===== config.mk =====
export PLATFORM = sky130hd
export DESIGN_NAME = temp_sensor_supervisor_filter
export DESIGN_NICKNAME = d
export VERILOG_FILES = /design/src/hdl/tssf_pkg.sv /design/src/hdl/tssf_median.sv /design/src/hdl/tssf_ema.sv /design/src/hdl/temp_sensor_supervisor_filter.sv
export VERILOG_INCLUDE_DIRS = /design/src /design/src/hdl
export SDC_FILE = /design/constraint.sdc
export NUM_CORES = 2
export LEC_CHECK = 0
export ABC_AREA = 1
export BUFFER_PORTS_ARGS = -buffer_cell sky130_fd_sc_hd__buf_2
export CAP_MARGIN = 10
export CORE_UTILIZATION = 35
export CTS_CLUSTER_DIAMETER = 150
export DETAILED_ROUTE_END_ITERATION = 7
export PLACE_DENSITY = 0.58
export SETUP_SLACK_MARGIN = 0.15
export SYNTH_ARGS = -nofsm -noshare
export SYNTH_HDL_FRONTEND = slang
export SYNTH_HIERARCHICAL = 1
export SYNTH_SLANG_ARGS = --single-unit

===== constraint.sdc =====
create_clock -name i_clk -period 30.7 [get_ports i_clk]
set_input_delay 4.605 -clock i_clk [delete_from_list [all_inputs] [get_ports i_clk]]
set_output_delay 4.605 -clock i_clk [all_outputs]
set_load 0.005 [all_outputs]

===== src/hdl/temp_sensor_supervisor_filter_defines.svh =====
// Assertion macros shared by the temperature supervisor RTL.
`ifndef TEMP_SENSOR_SUPERVISOR_FILTER_DEFINES_SVH
`define TEMP_SENSOR_SUPERVISOR_FILTER_DEFINES_SVH

// Same-cycle implication, checked outside reset.
`define TSSF_ASSERT_NOW(label, clk, rst_n, ante, cons, msg) \
    label: assert property (@(posedge clk) disable iff (!rst_n) (ante) |-> (cons)) \
        else $error(msg);

// Next-cycle implication, checked outside reset.
`define TSSF_ASSERT_NEXT(label, clk, rst_n, ante, cons, msg) \
    label: assert property (@(posedge clk) disable iff (!rst_n) (ante) |=> (cons)) \
        else $error(msg);

`endif


===== src/hdl/tssf_pkg.sv =====
// Shared types and constants of the temperature supervisor.
package tssf_pkg;

    localparam int CFG_IDX_W = 3;

    localparam logic [CFG_IDX_W-1:0] CFG_MEDIAN  = 3'd0;
    localparam logic [CFG_IDX_W-1:0] CFG_ALPHA   = 3'd1;
    localparam logic [CFG_IDX_W-1:0] CFG_TMIN    = 3'd2;
    localparam logic [CFG_IDX_W-1:0] CFG_TMAX    = 3'd3;
    localparam logic [CFG_IDX_W-1:0] CFG_TRIP    = 3'd4;
    localparam logic [CFG_IDX_W-1:0] CFG_RECOVER = 3'd5;

    localparam int ALPHA_W = 17;
    localparam logic [ALPHA_W-1:0] ALPHA_RST    = 17'd6554;
    localparam logic [ALPHA_W-1:0] ALPHA_MIN    = 17'd66;
    localparam logic [ALPHA_W-1:0] ALPHA_BYPASS = 17'd65470;

    localparam logic OP_READING = 1'b0;
    localparam logic OP_FAULT   = 1'b1;

    localparam logic [1:0] REASON_NONE  = 2'd0;
    localparam logic [1:0] REASON_FAULT = 2'd1;
    localparam logic [1:0] REASON_RANGE = 2'd2;

    localparam logic [7:0] STREAK_MAX  = 8'd255;
    localparam logic [7:0] RECOVER_RST = 8'd3;

    // Median history bookkeeping: write pointer and fill level.
    typedef struct packed {
        logic [1:0] head;
        logic [1:0] count;
    } t_hist_ctl;

endpackage


===== src/hdl/tssf_median.sv =====
// Median-of-three front end: history write, mean of two, median of three.
module tssf_median #(
    parameter int TW = 24
) (
    input  logic                     i_en,
    input  logic signed [TW-1:0]     i_x,
    input  logic signed [TW-1:0]     i_hist [3],
    input  tssf_pkg::t_hist_ctl      i_ctl,
    output logic signed [TW-1:0]     o_f,
    output logic signed [TW-1:0]     o_hist [3],
    output tssf_pkg::t_hist_ctl      o_ctl
);

    logic signed [TW:0]   sum2;
    logic signed [TW-1:0] lo_ab;
    logic signed [TW-1:0] hi_ab;
    logic signed [TW-1:0] mid;

    always_comb begin
        for (int k = 0; k < 3; k++) begin
            o_hist[k] = (i_en && (i_ctl.head == 2'(k))) ? i_x : i_hist[k];
        end
        o_ctl = i_ctl;
        if (i_en) begin
            o_ctl.head  = (i_ctl.head == 2'd2) ? 2'd0 : i_ctl.head + 2'd1;
            o_ctl.count = (i_ctl.count == 2'd3) ? 2'd3 : i_ctl.count + 2'd1;
        end
    end

    // Floor of the mean: sign-extend, add, drop the low bit.
    assign sum2  = {o_hist[0][TW-1], o_hist[0]} + {o_hist[1][TW-1], o_hist[1]};
    assign lo_ab = (o_hist[0] <= o_hist[1]) ? o_hist[0] : o_hist[1];
    assign hi_ab = (o_hist[0] <= o_hist[1]) ? o_hist[1] : o_hist[0];
    assign mid   = (hi_ab <= o_hist[2]) ? hi_ab :
                   ((lo_ab >= o_hist[2]) ? lo_ab : o_hist[2]);

    always_comb begin
        o_f = i_x;
        if (i_en) begin
            case (o_ctl.count)
                2'd2:    o_f = sum2[TW:1];
                2'd3:    o_f = mid;
                default: o_f = i_x;
            endcase
        end
    end

endmodule


===== src/hdl/tssf_ema.sv =====
// Exponential average step with Q0.16 weight and bypass.
module tssf_ema #(
    parameter int TW = 24
) (
    input  logic [tssf_pkg::ALPHA_W-1:0] i_alpha,
    input  logic                         i_valid,
    input  logic signed [TW-1:0]         i_value,
    input  logic signed [TW-1:0]         i_f,
    output logic signed [TW-1:0]         o_value
);

    logic               bypass;
    logic [15:0]        alpha_c;
    logic signed [TW:0]    diff;
    logic signed [TW+17:0] prod;
    logic signed [TW+17:0] rnd;
    logic signed [TW+1:0]  step;
    logic signed [TW+1:0]  sum;

    // Weights at the bypass level or above never reach the multiplier,
    // so sixteen bits hold every weight that does.
    assign bypass  = !i_valid || (i_alpha >= tssf_pkg::ALPHA_BYPASS);
    assign alpha_c = (i_alpha < tssf_pkg::ALPHA_MIN) ? tssf_pkg::ALPHA_MIN[15:0]
                                                     : i_alpha[15:0];

    assign diff = {i_f[TW-1], i_f} - {i_value[TW-1], i_value};
    assign prod = $signed({1'b0, alpha_c}) * diff;
    // Round to nearest, ties upward, then floor-shift by sixteen.
    assign rnd  = prod + (TW+18)'(32768);
    assign step = rnd[TW+17:16];
    assign sum  = {{2{i_value[TW-1]}}, i_value} + step;

    assign o_value = bypass ? i_f : sum[TW-1:0];

endmodule


===== src/hdl/temp_sensor_supervisor_filter.sv =====
// Top level of the temperature sensor supervisor with median and EMA filter.
//
//  channel | direction | beat contents (lowest bit first)
//  --------+-----------+--------------------------------------------------------
//  s       | in        | tuser: op; tdata: temp, temp_valid, fault_status, zero pad
//  m       | out       | tdata: filtered_temp, filtered_valid, reading_ok,
//          |           |        inhibit, fault_reason, fault_streak, last_fault,
//          |           |        zero pad
//  cfg     | in        | write enable, register index, write data
//
// One beat per cycle sustained while the m side takes every result. A beat lands
// in the input register; supervisor, median select and one 16 x (TW+1) multiply
// then load the result register, from which the result is taken.
// The multiply-add of the exponential step sets the cycle.
// Synchronous active-low reset clears control state and restores defaults.
// A stalled output holds its beat; the input register moves on as it is taken.
module temp_sensor_supervisor_filter #(
    parameter int TW = 24
) (
    input  logic                    i_clk,
    input  logic                    i_rst_n,
    // slave side
    input  logic                    i_s_tvalid,
    output logic                    o_s_tready,
    input  logic [0:0]              i_s_tuser,   // op
    // temp, temp_valid, fault_status
    input  logic [((TW + 9 + 7) / 8) * 8 - 1:0] i_s_tdata,
    // master side
    output logic                    o_m_tvalid,
    input  logic                    i_m_tready,
    // filtered_temp, filtered_valid, reading_ok, inhibit, fault_reason,
    // fault_streak, last_fault
    output logic [((TW + 21 + 7) / 8) * 8 - 1:0] o_m_tdata,
    // configuration
    input  logic                    i_cfg_we,
    input  logic [tssf_pkg::CFG_IDX_W-1:0] i_cfg_idx,
    input  logic [((TW > tssf_pkg::ALPHA_W) ? TW : tssf_pkg::ALPHA_W) - 1:0] i_cfg_data
);

    localparam int IN_BITS  = TW + 9;
    localparam int IN_DW    = ((IN_BITS + 7) / 8) * 8;
    localparam int OUT_BITS = TW + 21;
    localparam int OUT_DW   = ((OUT_BITS + 7) / 8) * 8;
    localparam int CFG_DW   = (TW > tssf_pkg::ALPHA_W) ? TW : tssf_pkg::ALPHA_W;

    localparam logic signed [TW-1:0] TMIN_RST = TW'(-25600);
    localparam logic signed [TW-1:0] TMAX_RST = TW'(38400);

    // Configuration registers.
    logic                         r_median_en;
    logic [tssf_pkg::ALPHA_W-1:0] r_alpha;
    logic signed [TW-1:0]         r_tmin;
    logic signed [TW-1:0]         r_tmax;
    logic [7:0]                   r_trip;
    logic [7:0]                   r_recover;

    // Input register.
    logic                 r_in_valid;
    logic                 r_in_op;
    logic signed [TW-1:0] r_in_temp;
    logic                 r_in_tvalid;
    logic [7:0]           r_in_code;

    // Supervisor and filter state.
    logic signed [TW-1:0] r_hist [3];
    tssf_pkg::t_hist_ctl  r_hctl,     n_hctl;
    logic signed [TW-1:0] r_fvalue,   n_fvalue;
    logic                 r_fvalid,   n_fvalid;
    logic                 r_ok,       n_ok;
    logic                 r_inhibit,  n_inhibit;
    logic [7:0]           r_good,     n_good;
    logic [7:0]           r_bad,      n_bad;
    logic [7:0]           r_fbyte,    n_fbyte;
    logic [1:0]           r_reason,   n_reason;

    // Result register.
    logic                  r_out_valid;
    logic [OUT_BITS-1:0]   r_out;

    logic                 move;
    logic                 sane;
    logic                 med_en;
    logic [7:0]           bad_inc;
    logic [7:0]           good_inc;
    logic signed [TW-1:0] med_f;
    logic signed [TW-1:0] med_hist [3];
    tssf_pkg::t_hist_ctl  med_ctl;
    logic signed [TW-1:0] ema_value;

    // ---------------------------------------------------------------------
    // Handshake: the input register drains whenever the result slot is free
    // or being emptied in this cycle.
    // ---------------------------------------------------------------------
    assign move       = r_in_valid && (!r_out_valid || i_m_tready);
    assign o_s_tready = !r_in_valid || move;
    assign o_m_tvalid = r_out_valid;
    assign o_m_tdata  = OUT_DW'(r_out);

    always_ff @(posedge i_clk) begin
        if (!i_rst_n) begin
            r_median_en <= 1'b1;
            r_alpha     <= tssf_pkg::ALPHA_RST;
            r_tmin      <= TMIN_RST;
            r_tmax      <= TMAX_RST;
            r_trip      <= 8'd0;
            r_recover   <= tssf_pkg::RECOVER_RST;
        end else if (i_cfg_we) begin
            case (i_cfg_idx)
                tssf_pkg::CFG_MEDIAN:  r_median_en <= i_cfg_data[0];
                tssf_pkg::CFG_ALPHA:   r_alpha     <= i_cfg_data[tssf_pkg::ALPHA_W-1:0];
                tssf_pkg::CFG_TMIN:    r_tmin      <= i_cfg_data[TW-1:0];
                tssf_pkg::CFG_TMAX:    r_tmax      <= i_cfg_data[TW-1:0];
                tssf_pkg::CFG_TRIP:    r_trip      <= i_cfg_data[7:0];
                tssf_pkg::CFG_RECOVER: r_recover   <= i_cfg_data[7:0];
                default: ;
            endcase
        end
    end

    // Capture the accepted beat.
    always_ff @(posedge i_clk) begin
        if (!i_rst_n) begin
            r_in_valid <= 1'b0;
        end else if (o_s_tready) begin
            r_in_valid <= i_s_tvalid;
        end
    end

    always_ff @(posedge i_clk) begin
        if (i_s_tvalid && o_s_tready) begin
            r_in_op     <= i_s_tuser[0];
            r_in_temp   <= i_s_tdata[TW-1:0];
            r_in_tvalid <= i_s_tdata[TW];
            r_in_code   <= i_s_tdata[TW+8:TW+1];
        end
    end

    // ---------------------------------------------------------------------
    // Datapath: plausibility window, median front end, exponential step.
    // ---------------------------------------------------------------------
    assign sane     = r_in_tvalid && (r_in_temp >= r_tmin) && (r_in_temp <= r_tmax);
    assign med_en   = r_median_en && (r_in_op == tssf_pkg::OP_READING) && sane;
    assign bad_inc  = (r_bad == tssf_pkg::STREAK_MAX) ? r_bad : r_bad + 8'd1;
    assign good_inc = (r_good == tssf_pkg::STREAK_MAX) ? r_good : r_good + 8'd1;

    tssf_median #(.TW(TW)) u_median (
        .i_en   (med_en),
        .i_x    (r_in_temp),
        .i_hist (r_hist),
        .i_ctl  (r_hctl),
        .o_f    (med_f),
        .o_hist (med_hist),
        .o_ctl  (med_ctl)
    );

    tssf_ema #(.TW(TW)) u_ema (
        .i_alpha (r_alpha),
        .i_valid (r_fvalid),
        .i_value (r_fvalue),
        .i_f     (med_f),
        .o_value (ema_value)
    );

    // Supervisor: streaks, inhibit, trip reason and filter clearing.
    always_comb begin
        n_hctl    = r_hctl;
        n_fvalue  = r_fvalue;
        n_fvalid  = r_fvalid;
        n_ok      = r_ok;
        n_inhibit = r_inhibit;
        n_good    = r_good;
        n_bad     = r_bad;
        n_fbyte   = r_fbyte;
        n_reason  = r_reason;
        if (r_in_op == tssf_pkg::OP_FAULT) begin
            n_fbyte = r_in_code;
            n_bad   = bad_inc;
            // Trip on a persistent fault streak unless already inhibited.
            if ((r_trip != 8'd0) && (bad_inc >= r_trip) && !r_inhibit) begin
                n_hctl    = '0;
                n_fvalue  = '0;
                n_fvalid  = 1'b0;
                n_inhibit = 1'b1;
                n_ok      = 1'b0;
                n_good    = 8'd0;
                n_reason  = tssf_pkg::REASON_FAULT;
            end
        end else begin
            n_bad = 8'd0;
            if (!sane) begin
                // Drop the filter; keep the old reason if already inhibited.
                n_ok     = 1'b0;
                n_good   = 8'd0;
                n_hctl   = '0;
                n_fvalue = '0;
                n_fvalid = 1'b0;
                if (!r_inhibit) begin
                    n_inhibit = 1'b1;
                    n_reason  = tssf_pkg::REASON_RANGE;
                end
            end else begin
                n_hctl   = med_ctl;
                n_fvalue = ema_value;
                n_fvalid = 1'b1;
                n_ok     = 1'b1;
                n_good   = good_inc;
                if (r_inhibit && (good_inc >= r_recover)) begin
                    n_inhibit = 1'b0;
                    n_reason  = tssf_pkg::REASON_NONE;
                end
            end
        end
    end

    always_ff @(posedge i_clk) begin
        if (!i_rst_n) begin
            r_hctl    <= '0;
            r_fvalue  <= '0;
            r_fvalid  <= 1'b0;
            r_ok      <= 1'b0;
            r_inhibit <= 1'b0;
            r_good    <= 8'd0;
            r_bad     <= 8'd0;
            r_fbyte   <= 8'd0;
            r_reason  <= tssf_pkg::REASON_NONE;
        end else if (move) begin
            r_hctl    <= n_hctl;
            r_fvalue  <= n_fvalue;
            r_fvalid  <= n_fvalid;
            r_ok      <= n_ok;
            r_inhibit <= n_inhibit;
            r_good    <= n_good;
            r_bad     <= n_bad;
            r_fbyte   <= n_fbyte;
            r_reason  <= n_reason;
        end
    end

    // History entries are only read once the fill level covers them.
    always_ff @(posedge i_clk) begin
        if (move) begin
            for (int k = 0; k < 3; k++) begin
                r_hist[k] <= med_hist[k];
            end
        end
    end

    // Result register: hold while stalled, load on every move.
    always_ff @(posedge i_clk) begin
        if (!i_rst_n) begin
            r_out_valid <= 1'b0;
        end else if (move) begin
            r_out_valid <= 1'b1;
        end else if (i_m_tready) begin
            r_out_valid <= 1'b0;
        end
    end

    always_ff @(posedge i_clk) begin
        if (move) begin
            r_out <= {n_fbyte, n_bad, n_reason, n_inhibit, n_ok, n_fvalid, n_fvalue};
        end
    end

    // ---------------------------------------------------------------------
    // Assertions
    // ---------------------------------------------------------------------
`include "temp_sensor_supervisor_filter_defines.svh"

    `TSSF_ASSERT_NOW(a_inhibit_reason, i_clk, i_rst_n, 1'b1,
        r_inhibit == (r_reason != tssf_pkg::REASON_NONE), "inhibit and reason disagree")
    `TSSF_ASSERT_NOW(a_cleared_filter, i_clk, i_rst_n, !r_fvalid,
        (r_fvalue == '0) && (r_hctl.count == 2'd0), "cleared filter holds stale state")
    `TSSF_ASSERT_NEXT(a_move_gives_beat, i_clk, i_rst_n, move,
        o_m_tvalid, "moved beat did not reach the result register")

endmodule

==> summary.md <==
| Metric | Value |
|---|---|
| Outcome | finished, violations left |
| Violated checks | DRC |
| First-pass GRT wire length | 167 mm |
| Slew at the pin with the worst max-slew slack | 1140 ps |
| Number of hold violations in the final report | 0 |
| Initial standard-cell utilization of the core | 35.5% |
| DR WL/cell | 17.2 µm |
| Post-cts hold buffer count | 0 |
| Worst Clk Skew | 15.1 ps |
| Clock sink count | 292 |
| Max-Slew Margin vs Limit | 24.1% |
| Bufs on Longest Clock Path | 3 |
| Number of enable flip-flop cells after synthesis | 151 |
| Final slew viol count | 0 |
| Routed Antenna Nets | 0 |
| Quantity of gates resized following cts | 0 |
| Total of warnings raised by yosys | 6 |
| Clock Latency Late Sink | 560 ps |
| Site row count | 116 |
| Highest cell delay on the worst timing path | 760 ps |
| Post-CTS Repair Setup Buffers | 0 |
| First-iteration detailed-routing DRC count | 1,978 |
| Most frequent cells after synthesis | sky130_fd_sc_hd__inv_1 (989), sky130_fd_sc_hd__nand2_1 (964), sky130_fd_sc_hd__nor2_1 (469), sky130_fd_sc_hd__fa_1 (381), sky130_fd_sc_hd__ha_1 (329) |
| Final worst path period share | 66.5% |
| Arrival time at the worst endpoint | 20,730 ps |
| Max Fanout on Critical Path | 71 |
| Setup repair after global routing missed its margin | false |
| Post-Route Setup TNS | 0 ps |
| Startpoint of the worst hold path | r_fbyte[1] |
| Flip-flop and latch count after synthesis | 292 |
| Area of the core | 0.101 mm² |
| Die ar. | 0.103 mm² |
| Type of element launching the critical path | flop |
| Mapped cell area | 0.0357 mm² |
| Number of top-level pins | 123 |
| Critical setup path kind | reg -> reg |
| Top achievable clock speed | 0.0490 GHz |
| Die Width | 321 µm |
| Top cell type by total area after synthesis | sky130_fd_sc_hd__fa_1 |
| Clk slew on worst S/H paths | 60 ps |
| CTS buffer count | 34 |
| Cell count after synthesis | 4,699 |
| Antenna violations before repair | 5 |
| Number of global-route vias before repair | 29.6k |
| Layout overhead on the synthesized area | 8.39% |
| CTS tree | done |
| Worst Setup End Kind | flop |
| Max-cap violations | 0 |
| Maximum number of pins on one net before global-route repair | 94 |
| Portion of the post-synthesis area used by sequential elements | 20.6% |
| Avg Vias per Cell | 4.89 |
| Number of distinct library cells after synthesis | 64 |
| Residual overflow from global routing | 0 |
| Cell at the slowest stage of the critical path | sky130_fd_sc_hd__nor4b_1 |
| Weighted congestion reported at the end of routability-driven placement | 0.919 |
| Total setup violations reported at the end of the flow | 0 |
| Share of flip-flops with an asynchronous set or reset after synthesis | 0% |
| Path category of the worst min-delay check | reg -> reg |
| Clock root buffer | sky130_fd_sc_hd__clkbuf_16 |
| Number of nets in the layout | 5,519 |
| Synth area leaders | sky130_fd_sc_hd__fa_1 (21%), sky130_fd_sc_hd__edfxtp_1 (13%), sky130_fd_sc_hd__ha_1 (12%), sky130_fd_sc_hd__inv_1 (10%), sky130_fd_sc_hd__nand2_1 (10%) |
| Overall via count from detail_route | 29.9k |
| Average instance area after synthesis | 7.59 µm² |
| Cell type with the highest occurrence count on the critical path | sky130_fd_sc_hd__nand2_1 |
| Top-area cell type share of the netlist area | 21.4% |
| First-pass iteration count of the detailed router | 8 |
| Required time of the critical path | 31,010 ps |
| Top-count cell post-synth | sky130_fd_sc_hd__inv_1 |
| Most used flip-flop cell after synthesis | sky130_fd_sc_hd__edfxtp_1 |
| Diodes inserted | 0 |
| Die Y | 321 µm |
| Total detailed-routing wirelength | 105 mm |
| Reg-to-reg critical path startpoint | r_in_temp[11] |
| H-Tree Level Count | 2 |
| Port Buf Inserts | 112 |
| GRT Util Overall | 20.6% |
| HPWL after detailed placement | 83.4 mm |
| Start point of the critical path | r_in_temp[11] |
| Post-detailed-route DRC marker count | 3 |
| Min cycle time layout | 20,430 ps |
| Fraction of final layout cells with drive strength greater than 1 | 7.54% |
-- metrics by stage --
step | setup slack (ps) | utilization [%] | hold WS [ps] | area (µm²) | cells
after floorplan | 16350 | - | 424 | 35700 | 4701
after global placement | 10630 | 37.3 | 435 | 37500 | 6057
after detailed placement | 10470 | 37.3 | 443 | 37500 | 6057
after CTS | 10420 | 38.4 | 451 | 38700 | 6118
after global routing | 9040 | 38.4 | 475 | 38700 | 6118
final | 10270 | 38.4 | 453 | 38700 | 6118
-- logic make-up (layout without fill, tap and decap cells) --
kind of cell / count (synthesis) / in the layout / share of synthesized area, %
AO/OA/AOI/OAI: 652 / 652 / 10.4
XOR/XNOR: 50 / 50 / 1.27
adder cells (fa/ha/maj): 710 / 710 / 32.9
buffers and inverters: 1156 / 1216 / 12.6
flip-flops: 292 / 292 / 20.6
multiplexers: 19 / 19 / 0.600
other: 1 / 3 / 0.0105
AND/OR/NAND/NOR: 1819 / 1819 / 21.5
-- registers in the layout (all words and copies together) (netlist names), 2 cells and up --
name and flops:
r_tmin 24, r_fvalue 24, r_alpha 17, r_in_code 8
r_out 45, r_in_temp 24, r_reason 2, r_hctl 4
r_recover 8, r_tmax 24, r_bad 8, r_fbyte 8
r_trip 8, r_good 8, r_hist 72
-- placed cells by master (no fill, tap or decap), types with 7 or more instances in the layout --
cell type                   netlist  routed
sky130_fd_sc_hd__inv_1          989     987
sky130_fd_sc_hd__nand2_1        964     964
sky130_fd_sc_hd__nor2_1         469     464
sky130_fd_sc_hd__fa_1           381     381
sky130_fd_sc_hd__ha_1           329     329
sky130_fd_sc_hd__a21oi_1        280     280
sky130_fd_sc_hd__o21ai_0        211     211
sky130_fd_sc_hd__nand3_1        206     205
sky130_fd_sc_hd__edfxtp_1       151     151
sky130_fd_sc_hd__dfxtp_1        141     141
sky130_fd_sc_hd__buf_2           29     112
sky130_fd_sc_hd__nand4_1         54      54
sky130_fd_sc_hd__clkbuf_16        0      35
sky130_fd_sc_hd__buf_4           10      34
sky130_fd_sc_hd__xor2_1          30      30
sky130_fd_sc_hd__or2_2           25      25
sky130_fd_sc_hd__a22o_1          24      24
sky130_fd_sc_hd__nor2_2          17      22
sky130_fd_sc_hd__o21ai_2         22      22
sky130_fd_sc_hd__mux2_2          19      19
sky130_fd_sc_hd__o211ai_1        19      19
sky130_fd_sc_hd__a31oi_1         18      18
sky130_fd_sc_hd__xnor2_1         18      18
sky130_fd_sc_hd__a21o_1          17      17
sky130_fd_sc_hd__nor4_1          17      17
sky130_fd_sc_hd__nand3_2         13      14
sky130_fd_sc_hd__nor3_1          14      14
sky130_fd_sc_hd__inv_2           13      14
sky130_fd_sc_hd__o21bai_1        13      13
sky130_fd_sc_hd__nand2_2         12      12
sky130_fd_sc_hd__a21oi_2         11      11
sky130_fd_sc_hd__o21a_1           8       8
sky130_fd_sc_hd__nand3b_1         8       8
sky130_fd_sc_hd__clkinv_1         6       7
sky130_fd_sc_hd__clkbuf_8         0       7
sky130_fd_sc_hd__clkbuf_1        93       7
-- routing by layer --
metal  global-route usage (%)  vias to the layer above  share of wire [%]
li1                         -                    14700                  -
met1                     27.7                    14300                 45
met2                     34.6                      785                 47
met3                     2.78                      147                5.6
met4                     5.60                        2                2.9
met5                        0                        -             0.0076
-- critical path: cells and delay by family, from the launching register on --
family                   cells  cell delay [ps]
AND/OR/NAND/NOR             45             7130
adder cells (fa/ha/maj)     12             5280
buffers and inverters       12             3140
AO/OA/AOI/OAI               13             2950
XOR/XNOR                     2              880
flip-flops                   1              640
-- worst paths after layout --
path,depth (start not counted),slack (ps),endpoint
max reg2reg,84,10270,r_out[22]
min,2,450,r_fbyte[1]
min reg2reg,2,450,r_fbyte[1]
max,84,10270,r_out[22]
-- cell type report --
class / count / area, µm²
Multi-Input combinational cell: 3253 / 23800
Fill cell: 10500 / 61900
Timing Repair Buffer: 146 / 816
Clock inverter: 12 / 168
Tap cell: 1357 / 1700
Clock buffer: 49 / 998
Sequential cell: 292 / 7360
Inverter: 1009 / 3790
Power is not shown: default switching activity piles up to over one toggle a cycle in this logic, so the estimate is an artifact.
